## src/rtl/dltq_pkg.sv

```systemverilog
package dltq_pkg;

    localparam int NUM_TIMERS = 16;
    localparam int ID_W       = 4;
    localparam int CNT_W      = $clog2(NUM_TIMERS + 1);
    localparam int VAL_W      = 31;
    localparam int SUM_W      = VAL_W + 1;
    localparam int IDLE_W     = 16;
    localparam int GT_W       = 32;

    localparam logic [IDLE_W-1:0] IDLE_WAIT_RESET = 16'd10000;

    localparam logic [1:0] OP_ARM    = 2'd0;
    localparam logic [1:0] OP_CANCEL = 2'd1;
    localparam logic [1:0] OP_TICK   = 2'd2;
    localparam logic [1:0] OP_READ   = 2'd3;

    localparam logic [1:0] ST_DONE    = 2'd0;
    localparam logic [1:0] ST_PENDING = 2'd1;
    localparam logic [1:0] ST_MISSING = 2'd2;

    typedef logic [ID_W-1:0]  t_id;
    typedef logic [VAL_W-1:0] t_val;

    typedef struct packed {
        t_id  rd_addr;
        logic dw_en;
        t_id  dw_addr;
        t_val dw_data;
        logic lw_en;
        t_id  lw_addr;
        t_id  lw_data;
        logic rw_en;
        t_id  rw_addr;
        t_val rw_data;
    } t_mem_req;

    typedef struct packed {
        t_val delta;
        t_id  link;
        t_val reload;
    } t_mem_rsp;

endpackage

```

## src/rtl/dltq_store.sv

```systemverilog
module dltq_store (
    input  logic              i_clk,
    input  dltq_pkg::t_mem_req i_req,
    output dltq_pkg::t_mem_rsp o_rsp
);
    import dltq_pkg::*;

    t_val delta_mem  [NUM_TIMERS];
    t_id  link_mem   [NUM_TIMERS];
    t_val reload_mem [NUM_TIMERS];

    t_val r_delta;
    t_id  r_link;
    t_val r_reload;

    always_ff @(posedge i_clk) begin
        if (i_req.dw_en) begin
            delta_mem[i_req.dw_addr] <= i_req.dw_data;
        end
        if (i_req.lw_en) begin
            link_mem[i_req.lw_addr] <= i_req.lw_data;
        end
        if (i_req.rw_en) begin
            reload_mem[i_req.rw_addr] <= i_req.rw_data;
        end
        r_delta  <= delta_mem[i_req.rd_addr];
        r_link   <= link_mem[i_req.rd_addr];
        r_reload <= reload_mem[i_req.rd_addr];
    end

    assign o_rsp = '{delta: r_delta, link: r_link, reload: r_reload};

endmodule

```

## src/rtl/delta_list_timer_queue.sv

```systemverilog
// delta-list timer queue
// input channel: i_in_valid / o_in_stall carries one request (op, timer_id,
//   reload, repeat_req); output channel: o_out_valid / i_out_stall carries one
//   result per request (status, fired, fired_id, global_time, next_expiry)
// config: i_cfg_we with i_cfg_data writes idle_wait at any idle moment
// sequence: read, rejected requests and non-expiring ticks go straight from
//   idle to the result register; arm passes S_INS_START only into an empty
//   queue, else S_INS_START, one S_WALK step per queued slot visited and
//   S_INS_WB; cancel steps S_RM_WALK through the slots up to the cancelled
//   one, then S_RM_SUCC when a successor remains; an expiring tick passes
//   S_FIRE_LINK, then S_FIRE_DELTA if slots remain, plus the arm walk when
//   the slot repeats; worst case is a repeating expiry that re-arms behind
//   every other queued slot, walking the synchronous link/delta memories one slot per cycle
// one request is in flight at a time; the next is taken in the cycle its
//   predecessor's result leaves the output register
// reset (synchronous, i_rst_n low) empties the queue, clears elapsed time and
//   countdown and restores idle_wait to 10000; memory contents are not cleared
// a stalled result holds; no new request is taken while it waits
module delta_list_timer_queue (
    input  logic        i_clk,
    input  logic        i_rst_n,
    input  logic        i_cfg_we,
    input  logic [15:0] i_cfg_data,
    input  logic        i_in_valid,
    output logic        o_in_stall,
    input  logic [1:0]  i_op,
    input  logic [3:0]  i_timer_id,
    input  logic [30:0] i_reload,
    input  logic        i_repeat_req,
    output logic        o_out_valid,
    input  logic        i_out_stall,
    output logic [1:0]  o_status,
    output logic        o_fired,
    output logic [3:0]  o_fired_id,
    output logic [31:0] o_global_time,
    output logic [30:0] o_next_expiry
);
    import dltq_pkg::*;

    // sequencer states
    localparam logic [3:0] S_IDLE       = 4'd0;
    localparam logic [3:0] S_INS_START  = 4'd1;
    localparam logic [3:0] S_WALK       = 4'd2;
    localparam logic [3:0] S_INS_WB     = 4'd3;
    localparam logic [3:0] S_RM_WALK    = 4'd4;
    localparam logic [3:0] S_RM_SUCC    = 4'd5;
    localparam logic [3:0] S_FIRE_LINK  = 4'd6;
    localparam logic [3:0] S_FIRE_DELTA = 4'd7;

    logic [3:0]            r_state, n_state;
    t_id                   r_head, n_head;
    logic                  r_nonempty, n_nonempty;
    t_val                  r_live, n_live;
    logic [GT_W-1:0]       r_elapsed, n_elapsed;
    logic [IDLE_W-1:0]     r_idle_wait;
    logic [NUM_TIMERS-1:0] r_pending, n_pending;
    logic [NUM_TIMERS-1:0] r_repeat, n_repeat;
    logic [CNT_W-1:0]      r_count, n_count;
    logic                  r_out_valid, n_out_valid;
    logic [1:0]            r_status, n_status;
    logic                  r_fired, n_fired;
    t_id                   r_fired_id, n_fired_id;

    // walk context
    t_id              r_id, n_id;
    t_val             r_t, n_t;
    t_id              r_cur, n_cur;
    t_id              r_prev, n_prev;
    logic [CNT_W-1:0] r_i, n_i;
    t_val             r_cum, n_cum;
    t_val             r_nd, n_nd;
    logic             r_wbd_en, n_wbd_en;
    logic             r_wbl_en, n_wbl_en;
    t_id              r_wbl_addr, n_wbl_addr;
    t_id              r_wbl_data, n_wbl_data;

    t_mem_req mem_req;
    t_mem_rsp mem_rsp;

    logic             accept;
    logic             done;
    t_val             walk_d;
    logic [SUM_W-1:0] walk_sum;
    t_val             walk_nd;
    logic [CNT_W-1:0] i_next;
    logic             rm_last;
    t_val             idle_ext;

    dltq_store u_store (
        .i_clk (i_clk),
        .i_req (mem_req),
        .o_rsp (mem_rsp)
    );

    assign o_in_stall = (r_state != S_IDLE) || (r_out_valid && i_out_stall);
    assign accept     = i_in_valid && !o_in_stall;
    assign idle_ext   = VAL_W'(r_idle_wait);

    assign walk_d   = (r_i == '0) ? r_live : mem_rsp.delta;
    assign walk_sum = SUM_W'(r_cum) + SUM_W'(walk_d);
    assign walk_nd  = r_t - r_cum;
    assign i_next   = r_i + CNT_W'(1);
    assign rm_last  = (i_next >= r_count);

    always_comb begin
        n_state    = r_state;
        n_head     = r_head;
        n_nonempty = r_nonempty;
        n_live     = r_live;
        n_elapsed  = r_elapsed;
        n_pending  = r_pending;
        n_repeat   = r_repeat;
        n_count    = r_count;
        n_status   = r_status;
        n_fired    = r_fired;
        n_fired_id = r_fired_id;
        n_id       = r_id;
        n_t        = r_t;
        n_cur      = r_cur;
        n_prev     = r_prev;
        n_i        = r_i;
        n_cum      = r_cum;
        n_nd       = r_nd;
        n_wbd_en   = r_wbd_en;
        n_wbl_en   = r_wbl_en;
        n_wbl_addr = r_wbl_addr;
        n_wbl_data = r_wbl_data;
        done       = 1'b0;
        mem_req    = '0;
        mem_req.rd_addr = r_head;

        case (r_state)
            S_IDLE: begin
                if (accept) begin
                    n_status   = ST_DONE;
                    n_fired    = 1'b0;
                    n_fired_id = '0;
                    n_id       = i_timer_id;
                    case (i_op)
                        OP_ARM: begin
                            if (r_pending[i_timer_id]) begin
                                n_status = ST_PENDING;
                                done     = 1'b1;
                            end else begin
                                mem_req.rw_en   = 1'b1;
                                mem_req.rw_addr = i_timer_id;
                                mem_req.rw_data = i_reload;
                                n_repeat[i_timer_id] = i_repeat_req;
                                n_t     = i_reload;
                                n_state = S_INS_START;
                            end
                        end
                        OP_CANCEL: begin
                            if (!r_pending[i_timer_id]) begin
                                n_status = ST_MISSING;
                                done     = 1'b1;
                            end else begin
                                n_cur   = r_head;
                                n_i     = '0;
                                n_state = S_RM_WALK;
                            end
                        end
                        OP_TICK: begin
                            n_elapsed = r_elapsed + GT_W'(1);
                            if (r_nonempty && r_live <= VAL_W'(1)) begin
                                // head expires: unlink it, fetch successor
                                n_fired    = 1'b1;
                                n_fired_id = r_head;
                                n_id       = r_head;
                                n_pending[r_head] = 1'b0;
                                n_count    = r_count - CNT_W'(1);
                                n_state    = S_FIRE_LINK;
                            end else begin
                                if (r_live <= VAL_W'(1)) begin
                                    n_live = r_nonempty ? r_live - VAL_W'(1) : idle_ext;
                                end else begin
                                    n_live = r_live - VAL_W'(1);
                                end
                                done = 1'b1;
                            end
                        end
                        default: begin
                            done = 1'b1;
                        end
                    endcase
                end
            end

            S_INS_START: begin
                if (r_count == '0) begin
                    n_head     = r_id;
                    n_nonempty = 1'b1;
                    n_live     = r_t;
                    mem_req.dw_en   = 1'b1;
                    mem_req.dw_addr = r_id;
                    mem_req.dw_data = r_t;
                    n_pending[r_id] = 1'b1;
                    n_count    = r_count + CNT_W'(1);
                    done       = 1'b1;
                end else begin
                    n_cur   = r_head;
                    n_i     = '0;
                    n_cum   = '0;
                    n_state = S_WALK;
                end
            end

            S_WALK: begin
                if (SUM_W'(r_t) < walk_sum) begin
                    // new slot goes in front of r_cur
                    mem_req.dw_en   = 1'b1;
                    mem_req.dw_addr = r_cur;
                    mem_req.dw_data = walk_d - walk_nd;
                    mem_req.lw_en   = 1'b1;
                    mem_req.lw_addr = r_id;
                    mem_req.lw_data = r_cur;
                    if (r_i == '0) begin
                        n_head = r_id;
                        n_live = walk_nd;
                    end
                    n_nd       = walk_nd;
                    n_wbd_en   = 1'b1;
                    n_wbl_en   = (r_i != '0);
                    n_wbl_addr = r_prev;
                    n_wbl_data = r_id;
                    n_state    = S_INS_WB;
                end else begin
                    n_cum  = walk_sum[VAL_W-1:0];
                    n_prev = r_cur;
                    n_i    = i_next;
                    if (i_next < r_count) begin
                        n_cur = mem_rsp.link;
                        mem_req.rd_addr = mem_rsp.link;
                    end else begin
                        // append behind the tail
                        mem_req.dw_en   = 1'b1;
                        mem_req.dw_addr = r_id;
                        mem_req.dw_data = r_t - walk_sum[VAL_W-1:0];
                        mem_req.lw_en   = 1'b1;
                        mem_req.lw_addr = r_cur;
                        mem_req.lw_data = r_id;
                        n_wbd_en   = 1'b0;
                        n_wbl_en   = 1'b1;
                        n_wbl_addr = r_id;
                        n_wbl_data = '0;
                        n_state    = S_INS_WB;
                    end
                end
            end

            S_INS_WB: begin
                mem_req.dw_en   = r_wbd_en;
                mem_req.dw_addr = r_id;
                mem_req.dw_data = r_nd;
                mem_req.lw_en   = r_wbl_en;
                mem_req.lw_addr = r_wbl_addr;
                mem_req.lw_data = r_wbl_data;
                n_pending[r_id] = 1'b1;
                n_count = r_count + CNT_W'(1);
                done    = 1'b1;
            end

            S_RM_WALK: begin
                if (r_cur == r_id) begin
                    if (r_i == '0) begin
                        if (rm_last) begin
                            n_nonempty = 1'b0;
                            n_live     = idle_ext;
                            n_pending[r_id] = 1'b0;
                            n_count    = r_count - CNT_W'(1);
                            done       = 1'b1;
                        end else begin
                            n_head  = mem_rsp.link;
                            mem_req.rd_addr = mem_rsp.link;
                            n_state = S_RM_SUCC;
                        end
                    end else begin
                        mem_req.lw_en   = 1'b1;
                        mem_req.lw_addr = r_prev;
                        mem_req.lw_data = mem_rsp.link;
                        if (rm_last) begin
                            n_pending[r_id] = 1'b0;
                            n_count = r_count - CNT_W'(1);
                            done    = 1'b1;
                        end else begin
                            n_nd    = mem_rsp.delta;
                            n_cur   = mem_rsp.link;
                            mem_req.rd_addr = mem_rsp.link;
                            n_state = S_RM_SUCC;
                        end
                    end
                end else begin
                    n_prev = r_cur;
                    n_i    = i_next;
                    if (i_next < r_count) begin
                        n_cur = mem_rsp.link;
                        mem_req.rd_addr = mem_rsp.link;
                    end else begin
                        n_pending[r_id] = 1'b0;
                        done = 1'b1;
                    end
                end
            end

            S_RM_SUCC: begin
                // successor absorbs the removed delta
                if (r_i == '0) begin
                    n_live = r_live + mem_rsp.delta;
                end else begin
                    mem_req.dw_en   = 1'b1;
                    mem_req.dw_addr = r_cur;
                    mem_req.dw_data = mem_rsp.delta + r_nd;
                end
                n_pending[r_id] = 1'b0;
                n_count = r_count - CNT_W'(1);
                done    = 1'b1;
            end

            S_FIRE_LINK: begin
                n_t = mem_rsp.reload;
                if (r_count != '0) begin
                    n_head  = mem_rsp.link;
                    mem_req.rd_addr = mem_rsp.link;
                    n_state = S_FIRE_DELTA;
                end else begin
                    n_nonempty = 1'b0;
                    n_live     = idle_ext;
                    if (r_repeat[r_id]) begin
                        n_state = S_INS_START;
                    end else begin
                        done = 1'b1;
                    end
                end
            end

            S_FIRE_DELTA: begin
                n_live = mem_rsp.delta;
                if (r_repeat[r_id]) begin
                    n_state = S_INS_START;
                end else begin
                    done = 1'b1;
                end
            end

            default: begin
                n_state = S_IDLE;
            end
        endcase

        if (done) begin
            n_state = S_IDLE;
        end

        if (done) begin
            n_out_valid = 1'b1;
        end else if (r_out_valid && !i_out_stall) begin
            n_out_valid = 1'b0;
        end else begin
            n_out_valid = r_out_valid;
        end
    end

    always_ff @(posedge i_clk) begin
        if (!i_rst_n) begin
            r_state     <= S_IDLE;
            r_head      <= '0;
            r_nonempty  <= 1'b0;
            r_live      <= '0;
            r_elapsed   <= '0;
            r_idle_wait <= IDLE_WAIT_RESET;
            r_pending   <= '0;
            r_repeat    <= '0;
            r_count     <= '0;
            r_out_valid <= 1'b0;
        end else begin
            r_state     <= n_state;
            r_head      <= n_head;
            r_nonempty  <= n_nonempty;
            r_live      <= n_live;
            r_elapsed   <= n_elapsed;
            r_pending   <= n_pending;
            r_repeat    <= n_repeat;
            r_count     <= n_count;
            r_out_valid <= n_out_valid;
            if (i_cfg_we) begin
                r_idle_wait <= i_cfg_data;
            end
        end
    end

    // payload and walk context, no reset needed
    always_ff @(posedge i_clk) begin
        r_status   <= n_status;
        r_fired    <= n_fired;
        r_fired_id <= n_fired_id;
        r_id       <= n_id;
        r_t        <= n_t;
        r_cur      <= n_cur;
        r_prev     <= n_prev;
        r_i        <= n_i;
        r_cum      <= n_cum;
        r_nd       <= n_nd;
        r_wbd_en   <= n_wbd_en;
        r_wbl_en   <= n_wbl_en;
        r_wbl_addr <= n_wbl_addr;
        r_wbl_data <= n_wbl_data;
    end

    assign o_out_valid   = r_out_valid;
    assign o_status      = r_status;
    assign o_fired       = r_fired;
    assign o_fired_id    = r_fired_id;
    assign o_global_time = r_elapsed;
    assign o_next_expiry = r_live;

endmodule
```

## config.mk

```make
export PLATFORM = sky130hd
export DESIGN_NAME = delta_list_timer_queue
export DESIGN_NICKNAME = d
export VERILOG_FILES = /design/src/rtl/dltq_pkg.sv /design/src/rtl/dltq_store.sv /design/src/rtl/delta_list_timer_queue.sv
export SDC_FILE = /design/constraint.sdc
export NUM_CORES = 2
export LEC_CHECK = 0
export BUFFER_PORTS_ARGS = -buffer_cell sky130_fd_sc_hd__clkbuf_2
export CAP_MARGIN = 20
export CORE_MARGIN = 4
export CORE_UTILIZATION = 45
export CTS_CLUSTER_DIAMETER = 60
export DETAILED_ROUTE_END_ITERATION = 16
export PLACE_DENSITY = 0.6
export SLEW_MARGIN = 30
export SYNTH_ARGS = -nofsm -noshare
export SYNTH_HDL_FRONTEND = slang
export SYNTH_SLANG_ARGS = --single-unit
```

## constraint.sdc

```tcl
create_clock -name i_clk -period 30.5 [get_ports i_clk]
set_clock_uncertainty 0.1 [all_clocks]
set_input_delay 3.05 -clock i_clk [delete_from_list [all_inputs] [get_ports i_clk]]
set_output_delay 3.05 -clock i_clk [all_outputs]
set_load 0.05 [all_outputs]
```

Yosys cells after proc, flatten, opt, wreduce, memory -nomap -nowiden
Memories as Yosys holds them, arrays and structs flattened. A register that Yosys moved wholly into a read port is not among the register bits. Cells that the tools add are included.

Bits in registers: 253. Memories kept: 3. Output and inout port bits: 72. Logic and storage cells: 291. Input bits: 59. RAM bits: 1056.

$lt $le $gt $ge: 10. Reduce and logical (&&, ||, !) cells: 45. Add/sub/neg operators: 11. Bitwise operators: 8. Muxes and demuxes: 149. Equal/unequal tests: 41.

Memory list: u_store.delta_mem (words 16, width 31, read ports 1, clocked after memory_dff 1, wr ports 1, line dltq_store.sv:8) `t_val delta_mem [NUM_TIMERS];`; u_store.reload_mem (words 16, width 31, read ports 1, clocked after memory_dff 1, wr ports 1, line dltq_store.sv:10) `t_val reload_mem [NUM_TIMERS];`; u_store.link_mem (words 16, width 4, read ports 1, clocked after memory_dff 1, wr ports 1, line dltq_store.sv:9) `t_id link_mem [NUM_TIMERS];`.

Operators by type and width (count): 31-bit 2-to-1 mux (23); 31-bit case mux with 7 select lines (1); 36-bit 2-to-1 mux (6); 31-bit case mux with 2 select lines (3); 4-bit 2-to-1 mux (38); 36-bit case mux with 4 select lines (1); 16-bit 2-to-1 mux (7); 31-bit subtractor (3); 45-bit 2-to-1 mux (2); 16-bit case mux with 5 select lines (1); 31-bit adder (2); 5-bit 2-to-1 mux (12); 2-bit != test, second input constant (19); 1-bit 2-to-1 mux (33); 31-bit by 31-bit adder with 32-bit output (1); 32-bit by 1-bit adder with 32-bit output, second input constant (1); 16-bit bitwise AND (2); 31-bit by 32-bit < comparator with 1-bit output (1); 16-bit NOT (2); 4-bit case mux with 4 select lines (2); 31-bit by 1-bit <= comparator with 1-bit output, second input constant (1); 31-bit by 1-bit subtractor with 31-bit output, second input constant (1); 4-bit case mux with 7 select lines (1); 9-bit case mux with 3 select lines (1); 50 further kinds (100).

Depth between registers and ports, before layout
Depth after elaboration: 10. Gate-level depth with buffers: 39. Depth with buffers taken out: 35.

Hierarchy
Synthesis repeated with hierarchy kept, for this count alone.

Cell total of the unflattened synthesis: 4649. Area total of the unflattened synthesis: 64464.3 sq um.

By module, submodules not included: dltq_store (cells an instance 1744, instances 1, sequential area each 33031.7 sq um, area an instance 41020.6 sq um); delta_list_timer_queue (cells an instance 2905, instances 1, sequential area each 6336.1 sq um, area an instance 23443.7 sq um).

Worst setup path after synthesis
OpenSTA, ideal clock, no wires.

Path kind: reg-to-reg. Start point: register r_i[0]. End point: memory u_store.delta_mem[13][0] (netlist bit), enable pin. Stages on the path, launching flop included: 34. Arrival: 9.225 ns. Data required time: 29.942 ns. Setup slack: 20.717 ns. Buffers on the path: 3. Setup time: 0.458 ns. Cells stage by stage: edfxtp_1 -> inv_1 -> ha_1 -> nor4b_1 -> clkbuf_1 -> buf_1 -> nand2_1 -> nand2_1 -> ha_1 -> and2_1 -> a221oi_1 -> nand2_1 -> a31oi_1 -> o21ai_0 -> a21oi_1 -> o21bai_1 -> a21oi_1 -> o21ai_0 -> a211oi_1 -> o211ai_1 -> a21oi_1 -> xor2_1 -> ha_1 -> nand2_1 -> nor3_1 -> nand3_1 -> and3_1 -> clkbuf_1 -> a21oi_2 -> inv_2 -> o21ai_0 -> a22oi_1 -> or3_1 -> nor3_1.

RTL lines: start, declared (line delta_list_timer_queue.sv:69) `logic [CNT_W-1:0] r_i, n_i;`; start signal, assigned (line delta_list_timer_queue.sv:400) `r_i <= n_i;`; 5-bit by 1-bit adder with 5-bit output * (line delta_list_timer_queue.sv:102) `assign i_next = r_i + CNT_W'(1);`; net i_next[0] (line delta_list_timer_queue.sv:85) `logic [CNT_W-1:0] i_next;`; 5-bit < comparator * (line delta_list_timer_queue.sv:231) `if (i_next < r_count) begin`; 45-bit 2-to-1 mux * (line delta_list_timer_queue.sv:231); 45-bit 2-to-1 mux * (line delta_list_timer_queue.sv:209) `if (SUM_W'(r_t) < walk_sum) begin`; 36-bit case mux with 4 select lines * (line delta_list_timer_queue.sv:132) `case (r_state)`; 1-bit 2-to-1 mux (line dltq_store.sv:17) `if (i_req.dw_en) begin`; 1-bit 2-to-1 mux (implied by the code) (line dltq_store.sv:18) `delta_mem[i_req.dw_addr] <= i_req.dw_data;`; end, declared (line dltq_store.sv:8).

Mark *: on every way through the listed nets, which the timed path passes. The rest lies on a longest branch.

Worst setup path after layout
Start point: register r_i[0]. End point: register u_store.r_reload[25] (read register of u_store.reload_mem).

RTL lines: 5-bit by 1-bit adder with 5-bit output * (line delta_list_timer_queue.sv:102); net i_next[0] (line delta_list_timer_queue.sv:85); 5-bit < comparator or 5-bit >= comparator (tied branches) (line delta_list_timer_queue.sv:231, delta_list_timer_queue.sv:295, delta_list_timer_queue.sv:103); 4-bit 2-to-1 mux (on tied branches); 4-bit 2-to-1 mux (on tied branches) (line delta_list_timer_queue.sv:264, delta_list_timer_queue.sv:209); 4-bit case mux with 3 select lines * (line delta_list_timer_queue.sv:132); end, declared (line dltq_store.sv:14) `t_val r_reload;`.

Marked as above. A chain may end at the register's enable or synchronous reset.

==> results.yml <==
power_and_ir_drop:
  power.leakage_nw: 26.6
  worst_ir_drop_vdd_v: 0.0000659
  total_power_mw: 7.64
  cellPowerDensity_nw_per_um2: 102
synth:
  synthesis.yosys.warnings: 0
  synth.mux.area_fraction: 0.0184
  postSynthAreaPerCell_um2: 11.3
  yosys.area.top_type_share: 0.534
  yosys.area.top_type: "sky130_fd_sc_hd__edfxtp_1"
  yosys-top-cells-area: "sky130_fd_sc_hd__edfxtp_1 (53%), sky130_fd_sc_hd__dfxtp_1 (5.8%), sky130_fd_sc_hd__nand2_1 (4.1%), sky130_fd_sc_hd__ha_1 (3.7%), sky130_fd_sc_hd__o21ai_0 (3.6%)"
  post_synthesis_compound_gate_area_fraction: 0.176
  synth_edf_count: 1183
  mappedNetlistNets: 6142
  yosys.area_share.adder: 0.0397
  postSynthRegisterBits: 1375
  synth.most_common_cell: "sky130_fd_sc_hd__edfxtp_1"
  syn-instance-count: 5878
  synth_top_flop_cell: "sky130_fd_sc_hd__edfxtp_1"
  synthesis.area_um2: 66500
  synth_simple_gate_area_frac: 0.115
  async_reset_ff_frac: 0
  ys_top_cells_by_count: "sky130_fd_sc_hd__edfxtp_1 (1183), sky130_fd_sc_hd__nand2_1 (729), sky130_fd_sc_hd__o21ai_0 (481), sky130_fd_sc_hd__a21oi_1 (381), sky130_fd_sc_hd__nand3_1 (326)"
  synth-seq-area-share: 0.592
  synth.lib_cells_used.distinct: 96
  main_combinational_cell_family_by_area_after_synthesis: "compound AO/OA/AOI/OAI gates"
  synth-xor-area-share: 0.0285
route:
  antenna_violating_nets_post_route: 0
  totalWireLength_um: 207000
  wl_per_cell_um: 26.0
  drt_iter0_drc: 5052
  detailed_routing_iterations_pass_1: 7
  via_count: 49500
  vias_per_cell: 6.20
  drcViolationCount: 0
clocking:
  cts_repair_resize_count: 0
  postCtsSetupRepairBufs: 0
  clock-sinks: 1375
  cts_root_buf: "sky130_fd_sc_hd__clkbuf_16"
  tritoncts: "done"
  cts_stage_hold_buffer_count: 0
  clock_transition_at_path_regs_ns: 0.06
  htreeDepth: 4
  ctsLongestPathBuffers: 3
  worstSkewPairLatency_ns: 0.81
  cts_inserted_buffers: 158
placement:
  io_buffer_count: 130
  place_inst: 7675
  estimated_wirelength_of_the_detail_placed_design_um: 128000
  gp_routability_congestion: 0.921
  post_dp_cell_area_um2: 69500
worst_setup_path:
  crit_type: "flip-flop to flip-flop"
  cp-start-kind: "flip-flop"
  timing.critical_path.slowest_stage_cell: "sky130_fd_sc_hd__o221a_4"
  crit_path_max_incr_delay_ns: 0.78
  critical_path.max_fanout: 78
  timing.critical_path.to_type: "flip-flop"
  worstPathRequired_ns: 31.09
  timing.critical_path.mode_cell: "sky130_fd_sc_hd__nand2_1"
  critPathArrivalTime_ns: 10.95
worst_hold_path:
  worstHoldPathType: "flip-flop to flip-flop"
cells_and_area:
  fin_nets: 6184
  n_antenna_cell: 0
  seq_cell_area_um2: 39400
  postLayoutCellArea_um2: 74700
  footprint_of_the_multi_input_gates_um2: 25600
  layout-drive-gt1-share: 0.102
  area_growth_pct: 12.2
  final_cells: 7970
  fill_cells: 12800
sta:
  timing.final.hold_violations: 0
  slew_headroom: 0.325
  timing.final.setup_violations: 0
  timing.final.crit_share: 0.340
  slew_viol_final: 0
  final.min_clock_period_ns: 10.36
  max_clock_freq_mhz: 96.5
  tightestPinTransition_ns: 1.01
  rsz_0062_raised_after_global_routing: "false"
  hold_slack_ns: 0.380
  fin_tns_setup_ns: 0
outcome:
  run_status: "complete, no violations"
global_route:
  grt_pass1_wl_um: 304000
  antenna_found_initial: 1
  track_usage: 0.262
  vias_in_the_first_global_route: 46200
  grt.overflow.total: 0
  grt_max_degree: 152
floorplan:
  ios: 131
  placement_rows: 140
  dieWidth_um: 393
  die_height_um: 393
  initial_utilization: 0.455
  core_area_um2: 146000
  die_area_um2: 154000
flow_run:
  max_cap_viol_count: 0
==> layout by cell type, fill, tap and decap left out, types with 15 or more instances in the layout <==
cell type                   count
sky130_fd_sc_hd__a211oi_1      91
sky130_fd_sc_hd__a21boi_0      29
sky130_fd_sc_hd__a21o_1        82
sky130_fd_sc_hd__a21oi_1      381
sky130_fd_sc_hd__a221oi_1      27
sky130_fd_sc_hd__a222oi_1      25
sky130_fd_sc_hd__a22o_1        70
sky130_fd_sc_hd__a22oi_1       94
sky130_fd_sc_hd__a31oi_1      158
sky130_fd_sc_hd__a32o_1        67
sky130_fd_sc_hd__and2_1        88
sky130_fd_sc_hd__and3_1        19
sky130_fd_sc_hd__buf_4        130
sky130_fd_sc_hd__clkbuf_1      43
sky130_fd_sc_hd__clkbuf_16    161
sky130_fd_sc_hd__clkbuf_2     129
sky130_fd_sc_hd__clkinv_1      16
sky130_fd_sc_hd__clkinv_2      23
sky130_fd_sc_hd__dfxtp_1      191
sky130_fd_sc_hd__edfxtp_1    1183
sky130_fd_sc_hd__ha_1         198
sky130_fd_sc_hd__inv_1        111
sky130_fd_sc_hd__mux2i_1       99
sky130_fd_sc_hd__nand2_1      726
sky130_fd_sc_hd__nand2b_1      38
sky130_fd_sc_hd__nand3_1      325
sky130_fd_sc_hd__nand4_1       25
sky130_fd_sc_hd__nor2_1       228
sky130_fd_sc_hd__nor2_4        28
sky130_fd_sc_hd__nor2b_1       43
sky130_fd_sc_hd__nor3_1        46
sky130_fd_sc_hd__o211ai_1      82
sky130_fd_sc_hd__o21a_1        19
sky130_fd_sc_hd__o21ai_0      469
sky130_fd_sc_hd__o21bai_1      37
sky130_fd_sc_hd__o221ai_1      28
sky130_fd_sc_hd__o31ai_1       15
sky130_fd_sc_hd__or3_1         26
sky130_fd_sc_hd__xnor2_1      135
sky130_fd_sc_hd__xor2_1        80
==> routing by layer <==
layer	share of wire	GRT usage
met5	0	0
met4	0.028	0.0791
met3	0.087	0.0430
met2	0.44	0.401
met1	0.44	0.385
==> path summary, 6_finish.rpt <==
| kind | startpoint | end | slack (ns) | cells past startpoint |
|---|---|---|---|---|
| max | r_i[0] | u_store.r_reload[25] | 20.14 | 33 |
| min | r_repeat[6] | r_repeat[6] | 0.38 | 2 |
| max reg2reg | r_i[0] | u_store.r_reload[25] | 20.14 | 33 |
| min reg2reg | r_repeat[6] | r_repeat[6] | 0.38 | 2 |
==> cell type report <==
cell class                      count  area share
Clock inverter                     81      0.0104
Timing Repair Buffer              267      0.0238
Clock buffer                      212      0.0576
Inverter                          112     0.00563
Tap cell                         1917      0.0321
Sequential cell                  1375       0.527
Multi-Input combinational cell   4006       0.343
==> flip-flops by register name (all words and copies together) (netlist names), 5 cells and up <==
register	count
r_cum	31
o_global_time	32
u_store.delta_mem	496
r_repeat	16
u_store.r_delta	31
r_pending	16
r_t	31
u_store.link_mem	64
r_i	5
u_store.r_reload	31
o_next_expiry	31
r_idle_wait	16
u_store.reload_mem	496
r_nd	31
r_count	5
==> critical path: cells and delay by family (launching register included) <==
kind            cells  cell delay [ns]
flops               1             0.45
fa+ha+maj           3             0.74
compound gates     16             4.46
xor+xnor            1             0.32
simple gates        9             2.18
buf+inv             4             1.85
==> metrics by stage <==
step / utilization / setup WS [ns]
2_1_floorplan: - / 20.72
3_3_place_gp: 0.475 / 20.30
3_5_place_dp: 0.475 / 20.07
4_1_cts: 0.510 / 20.06
5_1_grt: 0.510 / 19.44
6_report: 0.510 / 20.14
==> cells by family (layout without fill, tap and decap cells) <==
group           count (synthesis)  after routing
compound gates               1798           1798
simple gates                 1674           1674
flops                        1375           1375
buf+inv                       497            672
xor+xnor                      216            216
fa+ha+maj                     207            207
mux                           110            110
other cells                     1              1
==> report_power, final <==
group,internal [mW],switching [mW]
registers,2.26,0.153
clock network,1.06,0.785
logic,1.20,2.17
total,4.53,3.11
Note: power is estimated with default switching activity, not from simulation.
